**src/rtl/fke_pkg.sv**
```systemverilog
// Shared types and constants for the FASTQ k-mer extractor.
// No dependencies; imported by every module of the block.
`timescale 1ns / 1ps
`default_nettype none

package fke_pkg;

    localparam int unsigned KmerW  = 64;
    localparam int unsigned SymW   = 8;
    localparam int unsigned LenW   = 6;
    localparam int unsigned KindW  = 2;
    localparam int unsigned CfgIdxW = 2;

    typedef logic [KmerW-1:0] t_kmer;
    typedef logic [SymW-1:0]  t_sym;
    typedef logic [LenW-1:0]  t_len;
    typedef logic [KindW-1:0] t_kind;

    // Configuration register indexes.
    localparam logic [CfgIdxW-1:0] CFG_KMER_LENGTH     = 2'd0;
    localparam logic [CfgIdxW-1:0] CFG_START_LINE_KIND = 2'd1;

    // Record line kinds.
    localparam t_kind LINE_HEADER   = 2'd0;
    localparam t_kind LINE_SEQUENCE = 2'd1;
    localparam t_kind LINE_PLUS     = 2'd2;
    localparam t_kind LINE_QUALITY  = 2'd3;

    // Characters of interest.
    localparam t_sym CHAR_A       = 8'h41;
    localparam t_sym CHAR_C       = 8'h43;
    localparam t_sym CHAR_G       = 8'h47;
    localparam t_sym CHAR_T       = 8'h54;
    localparam t_sym CHAR_NEWLINE = 8'h0A;

    // Base codes.
    localparam logic [1:0] BASE_A = 2'd0;
    localparam logic [1:0] BASE_C = 2'd1;
    localparam logic [1:0] BASE_G = 2'd2;
    localparam logic [1:0] BASE_T = 2'd3;

    // One result as handed from the core to the output buffer.
    typedef struct packed {
        logic  valid;
        t_kmer code;
    } t_result;

endpackage

`default_nettype wire

```
**src/rtl/fke_core.sv**
```systemverilog
// Line tracking, base decoding and rolling k-mer state of the extractor.
// Depends on fke_pkg.
`timescale 1ns / 1ps
`default_nettype none

module fke_core
    import fke_pkg::*;
#(
    parameter int MAX_KMER_LENGTH = 32
) (
    input  wire logic               i_clk,
    input  wire logic               i_rst_n,
    input  wire logic               i_cfg_we,
    input  wire logic [CfgIdxW-1:0] i_cfg_index,
    input  wire logic [LenW-1:0]    i_cfg_data,
    input  wire logic               i_accept,
    input  wire t_sym               i_symbol,
    output t_result                 o_result
);

    localparam t_len MaxK = LenW'(MAX_KMER_LENGTH);

    t_len  r_kmer_length;
    t_kind r_start_kind;
    t_kind r_line;
    logic  r_started;
    t_kmer r_kmer;
    t_len  r_filled;

    t_len  k_eff;
    t_kmer mask;
    t_kind cur_line;
    logic  is_base;
    logic  [1:0] base;
    t_kind n_line;
    t_kmer n_kmer;
    t_len  n_filled;
    logic  emit;

    always_comb begin
        if (r_kmer_length == '0) begin
            k_eff = LenW'(1);
        end else if (r_kmer_length > MaxK) begin
            k_eff = MaxK;
        end else begin
            k_eff = r_kmer_length;
        end
    end

    // Keep the low 2k bits of the k-mer.
    always_comb begin
        for (int j = 0; j < KmerW; j++) begin
            mask[j] = (7'(j) < {k_eff, 1'b0});
        end
    end

    always_comb begin
        is_base = 1'b1;
        base    = BASE_A;
        case (i_symbol)
            CHAR_A:  base = BASE_A;
            CHAR_C:  base = BASE_C;
            CHAR_G:  base = BASE_G;
            CHAR_T:  base = BASE_T;
            default: is_base = 1'b0;
        endcase
    end

    always_comb begin
        cur_line = r_started ? r_line : r_start_kind;
        n_line   = cur_line;
        n_kmer   = r_kmer;
        n_filled = r_filled;
        emit     = 1'b0;
        if (i_symbol == CHAR_NEWLINE) begin
            n_line   = cur_line + KindW'(1);
            n_kmer   = '0;
            n_filled = '0;
        end else if (cur_line == LINE_SEQUENCE) begin
            if (!is_base) begin
                n_kmer   = '0;
                n_filled = '0;
            end else begin
                n_kmer = {r_kmer[KmerW-3:0], base} & mask;
                if (r_filled < k_eff) begin
                    n_filled = r_filled + LenW'(1);
                end else begin
                    // The length may have been lowered since the last item.
                    n_filled = k_eff;
                end
                emit = (n_filled == k_eff);
            end
        end
    end

    always_ff @(posedge i_clk) begin
        if (!i_rst_n) begin
            r_kmer_length <= LenW'(31);
            r_start_kind  <= LINE_HEADER;
        end else if (i_cfg_we) begin
            if (i_cfg_index == CFG_KMER_LENGTH) begin
                r_kmer_length <= i_cfg_data;
            end else if (i_cfg_index == CFG_START_LINE_KIND) begin
                r_start_kind <= i_cfg_data[KindW-1:0];
            end
        end
    end

    always_ff @(posedge i_clk) begin
        if (!i_rst_n) begin
            r_line    <= LINE_HEADER;
            r_started <= 1'b0;
            r_kmer    <= '0;
            r_filled  <= '0;
        end else if (i_accept) begin
            r_line    <= n_line;
            r_started <= 1'b1;
            r_kmer    <= n_kmer;
            r_filled  <= n_filled;
        end
    end

    assign o_result.valid = i_accept && emit;
    assign o_result.code  = n_kmer;

endmodule

`default_nettype wire

```
**src/rtl/fke_out_buf.sv**
```systemverilog
// Output register with one skid entry, so a new byte is taken while a
// finished k-mer waits. Depends on fke_pkg.
`timescale 1ns / 1ps
`default_nettype none

module fke_out_buf
    import fke_pkg::*;
(
    input  wire logic    i_clk,
    input  wire logic    i_rst_n,
    input  wire t_result i_result,
    output logic         o_full,
    output logic         o_valid,
    input  wire logic    i_stall,
    output t_kmer        o_kmer_code
);

    logic  r_out_valid;
    t_kmer r_out_code;
    logic  r_skid_valid;
    t_kmer r_skid_code;
    logic  take;

    assign take = r_out_valid && !i_stall;

    always_ff @(posedge i_clk) begin
        if (!i_rst_n) begin
            r_out_valid  <= 1'b0;
            r_skid_valid <= 1'b0;
        end else if (i_result.valid) begin
            // A push only happens while the skid entry is empty.
            if (!r_out_valid || take) begin
                r_out_valid <= 1'b1;
            end else begin
                r_skid_valid <= 1'b1;
            end
        end else if (take) begin
            r_out_valid  <= r_skid_valid;
            r_skid_valid <= 1'b0;
        end
    end

    always_ff @(posedge i_clk) begin
        if (i_result.valid) begin
            if (!r_out_valid || take) begin
                r_out_code <= i_result.code;
            end else begin
                r_skid_code <= i_result.code;
            end
        end else if (take && r_skid_valid) begin
            r_out_code <= r_skid_code;
        end
    end

    assign o_full      = r_skid_valid;
    assign o_valid     = r_out_valid;
    assign o_kmer_code = r_out_code;

endmodule

`default_nettype wire

```
**src/rtl/fastq_kmer_extractor_top.sv**
```systemverilog
// Top level of the FASTQ k-mer extractor: core state plus output buffer.
// Depends on fke_pkg, fke_core and fke_out_buf.
//
//  Channel   Signals                                   Direction
//  input     i_valid, o_stall, i_symbol[7:0]           byte in
//  output    o_valid, i_stall, o_kmer_code[63:0]       k-mer out
//  config    i_cfg_we, i_cfg_index[1:0], i_cfg_data    register write
//
// One byte is taken per cycle while o_stall is low; its k-mer, if any,
// goes to the output register. The single state update of line kind, k-mer
// and fill count sets this rate. Synchronous reset sets the length to 31,
// the start line kind to header and clears all but the buffer codes; that
// kind is sampled at the first byte after reset. A stalled output holds one
// more k-mer in a skid entry and raises o_stall until the first is taken.
`timescale 1ns / 1ps
`default_nettype none

module fastq_kmer_extractor_top
    import fke_pkg::*;
#(
    parameter int MAX_KMER_LENGTH = 32
) (
    input  wire logic               i_clk,
    input  wire logic               i_rst_n,
    input  wire logic               i_cfg_we,
    input  wire logic [CfgIdxW-1:0] i_cfg_index,
    input  wire logic [LenW-1:0]    i_cfg_data,
    input  wire logic               i_valid,
    output logic                    o_stall,
    input  wire logic [SymW-1:0]    i_symbol,
    output logic                    o_valid,
    input  wire logic               i_stall,
    output logic [KmerW-1:0]        o_kmer_code
);

    t_result result;
    logic    full;
    logic    accept;

    assign o_stall = full;
    assign accept  = i_valid && !full;

    fke_core #(
        .MAX_KMER_LENGTH(MAX_KMER_LENGTH)
    ) u_core (
        .i_clk       (i_clk),
        .i_rst_n     (i_rst_n),
        .i_cfg_we    (i_cfg_we),
        .i_cfg_index (i_cfg_index),
        .i_cfg_data  (i_cfg_data),
        .i_accept    (accept),
        .i_symbol    (i_symbol),
        .o_result    (result)
    );

    fke_out_buf u_out_buf (
        .i_clk       (i_clk),
        .i_rst_n     (i_rst_n),
        .i_result    (result),
        .o_full      (full),
        .o_valid     (o_valid),
        .i_stall     (i_stall),
        .o_kmer_code (o_kmer_code)
    );

endmodule

`default_nettype wire
```
**config.mk**
```make
export PLATFORM = sky130hd
export DESIGN_NAME = fastq_kmer_extractor_top
export DESIGN_NICKNAME = d
export VERILOG_FILES = /design/src/rtl/fke_pkg.sv /design/src/rtl/fke_core.sv /design/src/rtl/fke_out_buf.sv /design/src/rtl/fastq_kmer_extractor_top.sv
export SDC_FILE = /design/constraint.sdc
export NUM_CORES = 1
export LEC_CHECK = 0
export ABC_CLOCK_PERIOD_IN_PS = 8050
export BUFFER_PORTS_ARGS = -buffer_cell sky130_fd_sc_hd__buf_2
export CAP_MARGIN = 20
export CORE_MARGIN = 10
export CORE_UTILIZATION = 27
export CTS_CLUSTER_DIAMETER = 40
export DETAILED_ROUTE_END_ITERATION = 12
export GPL_TIMING_DRIVEN = 0
export PLACE_DENSITY = 0.49
export SLEW_MARGIN = 20
export SYNTH_ARGS = -nofsm -noshare
export SYNTH_HDL_FRONTEND = slang
export SYNTH_SLANG_ARGS = --single-unit
```
**constraint.sdc**
```tcl
create_clock -name i_clk -period 8.05 [get_ports i_clk]
set_input_delay 2.0125 -clock i_clk [delete_from_list [all_inputs] [get_ports i_clk]]
set_output_delay 2.0125 -clock i_clk [all_outputs]
set_load 0.02 [all_outputs]
```
; ---- Yosys cells after proc, flatten, opt, wreduce, memory -nomap -nowiden
; Cells that the tools add are included.
[word_totals]
input_bits = 21
regBits = 211
wordCells = 140
out_inout_bits = 66
[op_classes]
n_addsub = 2
eq_ne = 10
reduce_logical = 21
bitwise_logic = 3
magnitude_cmp = 66
n_mux = 28
[ops]
columns = op, count
row1 = two-way mux 64 bit, 6
row2 = "< comparator 6 x 7 -> 1 bit, first input constant", 32
row3 = "< comparator 5 x 7 -> 1 bit, first input constant", 16
row4 = AND 64 bit, 1
row5 = "< comparator 4 x 7 -> 1 bit, first input constant", 8
row6 = two-way mux 6 bit, 9
row7 = "equality test 8 x 7 -> 1 bit, second input constant", 4
row8 = "< comparator 3 x 7 -> 1 bit, first input constant", 4
row9 = "< comparator 1 x 7 -> 1 bit, first input constant", 2
row10 = "< comparator 2 x 7 -> 1 bit, first input constant", 2
row11 = AND reduction 2 bit, 6
row12 = two-way mux 1 bit, 10
row13 = "equality test 8 x 4 -> 1 bit, second input constant", 1
row14 = "adder 6 x 1 -> 6 bit, second input constant", 1
row15 = equality test 6 bit, 1
row16 = "> comparator 6 bit, second input constant", 1
row17 = zero test 6 bit, 1
row18 = < comparator 6 bit, 1
row19 = one-hot mux 2 bit (3 select lines), 1
row20 = nonzero test 2 bit, 3
row21 = "equality test 2 x 1 -> 1 bit, second input constant", 2
row22 = logical AND 1 bit, 4
row23 = two-way mux 2 bit, 2
row24 = OR reduction 4 bit, 1
row25 = 8 further kinds, 11

; ---- Logic depth before layout (Yosys ltp)
[depth]
word_depth = 15
ltp_mapped = 12
mapped_depth_nobuf = 10

; ---- By module
; A second synthesis with hierarchy kept.
[unflattened]
hier_cells = 715
area_unflattened_um2 = 9231.4
[modules_own_cells]
columns = module, seq_area_each_um2, cells_per_inst, area_per_inst_um2, instances
row1 = fke_out_buf, 3883.7, 214, 4790.8, 1
row2 = fke_core, 1621.6, 500, 4426.7, 1
row3 = fastq_kmer_extractor_top, 0.0, 1, 13.8, 1

; ---- Worst setup path after synthesis
; Ideal clock, no wire load.
[synth_timing]
kind = in2reg
from = input i_symbol[3]
to = register u_out_buf.r_out_code[0] (netlist: u_out_buf.o_kmer_code[0]), enable pin
path_buffers = 1
setup_time_ns = 0.514
path_slack_ns = 0.895
arrival_ns = 6.642
required_time_ns = 7.536
path_stages = 7
cell_sequence = nor4b_1 -> nand3b_1 -> o2bb2a_1 -> nor2_1 -> clkbuf_1 -> nand2_1 -> a22oi_1
[synth_between]
elab_chain_len = 9
word_cells_on_any_way = 14
cone_classes = eq/ne: 6 / mux: 4 / reduce/logical: 4
[synth_rtl]
columns = element, line
row1 = from (decl), fastq_kmer_extractor_top.sv:30  ; input wire logic [SymW-1:0] i_symbol,
row2 = equality test 8 x 7 -> 1 bit, fke_core.sv:60  ; case (i_symbol)
row3 = OR reduction 4 bit (no source line), -
row4 = two-way mux 1 bit, fke_core.sv:60
row5 = two-way mux 1 bit, fke_core.sv:80  ; if (!is_base) begin
row6 = two-way mux 1 bit, fke_core.sv:79  ; end else if (cur_line == LINE_SEQUENCE) begin
row7 = two-way mux 1 bit *, fke_core.sv:75  ; if (i_symbol == CHAR_NEWLINE) begin
row8 = logical AND 1 bit *, fke_core.sv:123  ; assign o_result.valid = i_accept && emit;
row9 = inequality test 2 x 1 -> 1 bit (no source line) or nonzero test 2 bit (tied branches), -
row10 = AND reduction 2 bit (no source line) *, -
row11 = to (signal assigned), fke_out_buf.sv:46  ; r_out_code <= i_result.code;
row12 = to (signal assigned), fke_out_buf.sv:51  ; r_out_code <= r_skid_code;
row13 = to (decl), fke_out_buf.sv:19  ; t_kmer r_out_code;
; Mark *: on every way between the ends. The rest lies on a longest branch, timed or not.
; A chain may end at the register's enable or synchronous reset.

; ---- Worst setup path after layout
[layout_timing]
from = input i_symbol[3]
to = register u_out_buf.r_out_code[24] (netlist: u_out_buf.o_kmer_code[24]), enable pin
; Same word-level chain as after synthesis.

==> run summary <==
Via-per-instance ratio: 4.93
Pin count of the biggest net entering global routing: 35
Setup repair after global routing missed its margin: false
TritonCTS clock tree: built
Path class of the lowest-slack min-delay path: flip-flop to flip-flop
Clock transition at path regs: 0.05 ns
Die height: 208 um
Total power density per cell area: 232 nW/um^2
Total length of routed met2 wires: 12100 um
Starting density of the core: 0.275
Maximum clock rate: 188 MHz
Cell chosen for the clock root: sky130_fd_sc_hd__clkbuf_16
Internal power: 0.00217 W
Sum of routed wire length over all layers: 26600 um
Buffer depth of the longest clock path: 3
Synthesized area: 9540 um^2
Antenna violations before repair: 0
Syn Nets: 783
Crit share post-route: 0.662
Proportion of power drawn by the clock network: 0.562
Leakage power total: 4.31 nW
Flip-flop cell with the highest count after synthesis: sky130_fd_sc_hd__edfxtp_1
Switching portion of total power: 0.210
Layout Skew: 0.0248 ns
Gates resized, CTS repair: 0
Run status: complete, no violations
Core region area: 34700 um^2
Leftover overflow at the end of global routing: 0
Startpoint Class: input pin
Net switching component of the power: 0.000577 W
Number of synthesized register bits: 211
Flop pwr share: 0.415
Starting DRC count in detailed routing: 556
Clk Latency, worst-skew pair: 0.51 ns
Horizontal die dimension: 208 um
Tightest hold margin: 0.461 ns
Final setup viols: 0
Number of hold buffers added after CTS: 0
Cells after synthesis: 755
Commonest cells after routing, fill and taps aside: sky130_fd_sc_hd__edfxtp_1 (128), sky130_fd_sc_hd__buf_2 (86), sky130_fd_sc_hd__dfxtp_1 (83), sky130_fd_sc_hd__nor2b_1 (66), sky130_fd_sc_hd__nand2_1 (58)
Max capacitance violation total: 0
Share of total power in combinational logic: 0.023
Boundary pin count: 87
Sinks on Clock Net: 211
Filler cell count in the final layout: 3521
Number of synthesized flops with an enable pin: 128
Post-CTS setup buffer count: 0
Actual slew at the worst max-slew pin: 0.809 ns
TritonCTS Buffers: 35
Share of the yosys chip area belonging to registers: 0.577
Number of nets in the layout: 911
Number of global-route vias before repair: 6579
Mean instance size in the synthesized netlist: 12.6 um^2
Final worst path period need: 5.33 ns
Largest fanout of any net on the critical path: 15
Wire length of the first global-routing pass: 40800 um
Worst EP arrival: 5.53 ns
Most common cell after layout, fill and taps aside: sky130_fd_sc_hd__edfxtp_1
Yosys synthesis warning count: 0
Met3 wire len: 1230 um
Number of DRC violations after detailed routing: 0
Headroom to the max-slew limit: 0.458
Data required, critical path: 8.25 ns
Final ANT Viol Nets: 0
IR Drop Worst-Case VDD: 119 uV
Detailed-route via count: 6723
Layout Utilization: 0.341
Number of H-tree levels: 2
Die area: 43200 um^2
Routability Congestion: 0.848
DPL Wire Length: 19100 um
Asr flop ratio synth: 0
Library cells used by synthesis: 56
Number of diodes added for antenna fixing: 0
Average detailed-routed wire length per instance: 19.5 um
Setup Crit Path Kind: input pin to flip-flop
Ratio of cells with drive above 1 in the final layout: 0.252
Overall track demand over capacity in global routing: 0.117
Number of slew-limit violations in the final report: 0
Highest signal layer in the routed design: met4
Met1 wire length: 12900 um
Number of core rows: 68
First drt pass iteration count: 5
Port bufs: 85
Synthesis-to-layout area growth: 24.2%
Number of hold-slack violations in the final timing report: 0
Sort of element at the end of the critical path: flip-flop
-- cell usage after synthesis (all sizes together), types with 2 or more instances --
library cell  instances  area share
a21boi                3      0.0024
a21o                  2      0.0016
a21oi                13      0.0068
a221o                 2      0.0021
a22o                  6      0.0055
a22oi                11      0.0087
a31oi                 8      0.0052
a32o                 45       0.047
a32oi                46       0.042
and2                  9      0.0062
and3                  4      0.0026
buf                  10       0.015
clkbuf               45       0.018
dfxtp                83        0.17
edfxtp              128        0.40
ha                    7      0.0092
inv                   7      0.0028
mux2                 66       0.097
mux2i                 6      0.0063
nand2                58       0.023
nand2b                5      0.0033
nand3                12      0.0068
nand3b                4      0.0031
nand4                 2      0.0013
nor2                 22      0.0087
nor2b                66       0.043
nor3                  5      0.0026
nor4                  2      0.0013
o211ai                5      0.0039
o21a                  3      0.0024
o21ai                44       0.023
o22ai                 5      0.0033
or2                   2      0.0013
xnor2                 4      0.0037
xor2                  2      0.0018
-- worst paths after layout --
check	from	slack (ns)	end	cells past startpoint
setup reg to reg	u_core.r_started	3.59	u_out_buf.o_kmer_code[24]	12
hold reg to reg	u_core.r_line[0]	0.46	u_core.r_line[0]	2
hold / removal	u_core.r_line[0]	0.46	u_core.r_line[0]	2
setup / recovery	i_symbol[3]	2.72	u_out_buf.o_kmer_code[24]	11
-- metrics by stage --
stage | cell area (um^2) | worst slack [ns] | std cells | total power, W | TNS (ns)
2_1_floorplan | 9540 | 0.895 | 755 | 0.00120 | 0
3_3_place_gp | 10500 | -1.92 | 1295 | 0.00122 | -122.23
3_5_place_dp | 10600 | 2.14 | 1301 | 0.00122 | 0
4_1_cts | 11800 | 2.66 | 1364 | 0.00277 | 0
5_1_grt | 11800 | 2.41 | 1364 | 0.00283 | 0
6_report | 11800 | 2.72 | 1364 | 0.00274 | 0
-- worst max-delay path, stage by stage --
cell and delay, ns:
sky130_fd_sc_hd__buf_2 0.11, sky130_fd_sc_hd__nor4b_1 0.38, sky130_fd_sc_hd__nand3b_1 0.15, sky130_fd_sc_hd__o2bb2a_1 0.43, sky130_fd_sc_hd__nor2_1 0.61, sky130_fd_sc_hd__clkbuf_1 0.59
sky130_fd_sc_hd__nand2_1 0.17, sky130_fd_sc_hd__a22oi_2 0.44, sky130_fd_sc_hd__buf_8 0.22, sky130_fd_sc_hd__buf_6 0.18, sky130_fd_sc_hd__buf_6 0.19
-- registers in the layout (all words and copies together) (netlist names), 2 cells and up --
signal	count
u_core.r_kmer	64
u_out_buf.o_kmer_code	64
u_out_buf.r_skid_code	64
u_core.r_filled	6
u_core.r_kmer_length	6
u_core.r_line	2
u_core.r_start_kind	2
-- kinds of logic after synthesis --
logic type               count (synthesis)  synth area share
flip-flops                             211             0.577
buffers and inverters                   63            0.0356
XOR/XNOR                                 6           0.00551
AND/OR/NAND/NOR                        197             0.109
adder cells (fa/ha/maj)                  7           0.00918
multiplexers                            72             0.104
AO/OA/AOI/OAI                          199             0.160
-- layout make-up --
type / instances / area, um^2 / area share
repair buffers: 91 / 509 / 0.0430
plain buffers: 55 / 309 / 0.0261
flip-flops and latches: 211 / 5510 / 0.465
clock buffers: 43 / 957 / 0.0808
inverters: 8 / 30.0 / 0.00254
multi-input cells: 481 / 3710 / 0.313
clock inverters: 20 / 258 / 0.0218
well taps: 455 / 569 / 0.0481
-- metal layers --
layer / up-vias / global-route usage
met1: 3310 / 0.165
met2: 185 / 0.179
met4: 0 / 0.0329
met3: 33 / 0.0217
li1: 3195 / -
met5: - / 0
-- power groups by stage --
stage | clock (W) | sequential, W | combinational, W
after floorplan | 0 | 0.00116 | 0.0000385
after global placement | 0 | 0.00116 | 0.0000624
after detailed placement | 0 | 0.00116 | 0.0000627
after CTS | 0.00157 | 0.00114 | 0.0000630
after global routing | 0.00162 | 0.00114 | 0.0000700
final | 0.00154 | 0.00114 | 0.0000636
(Power assumes the default switching activity.)
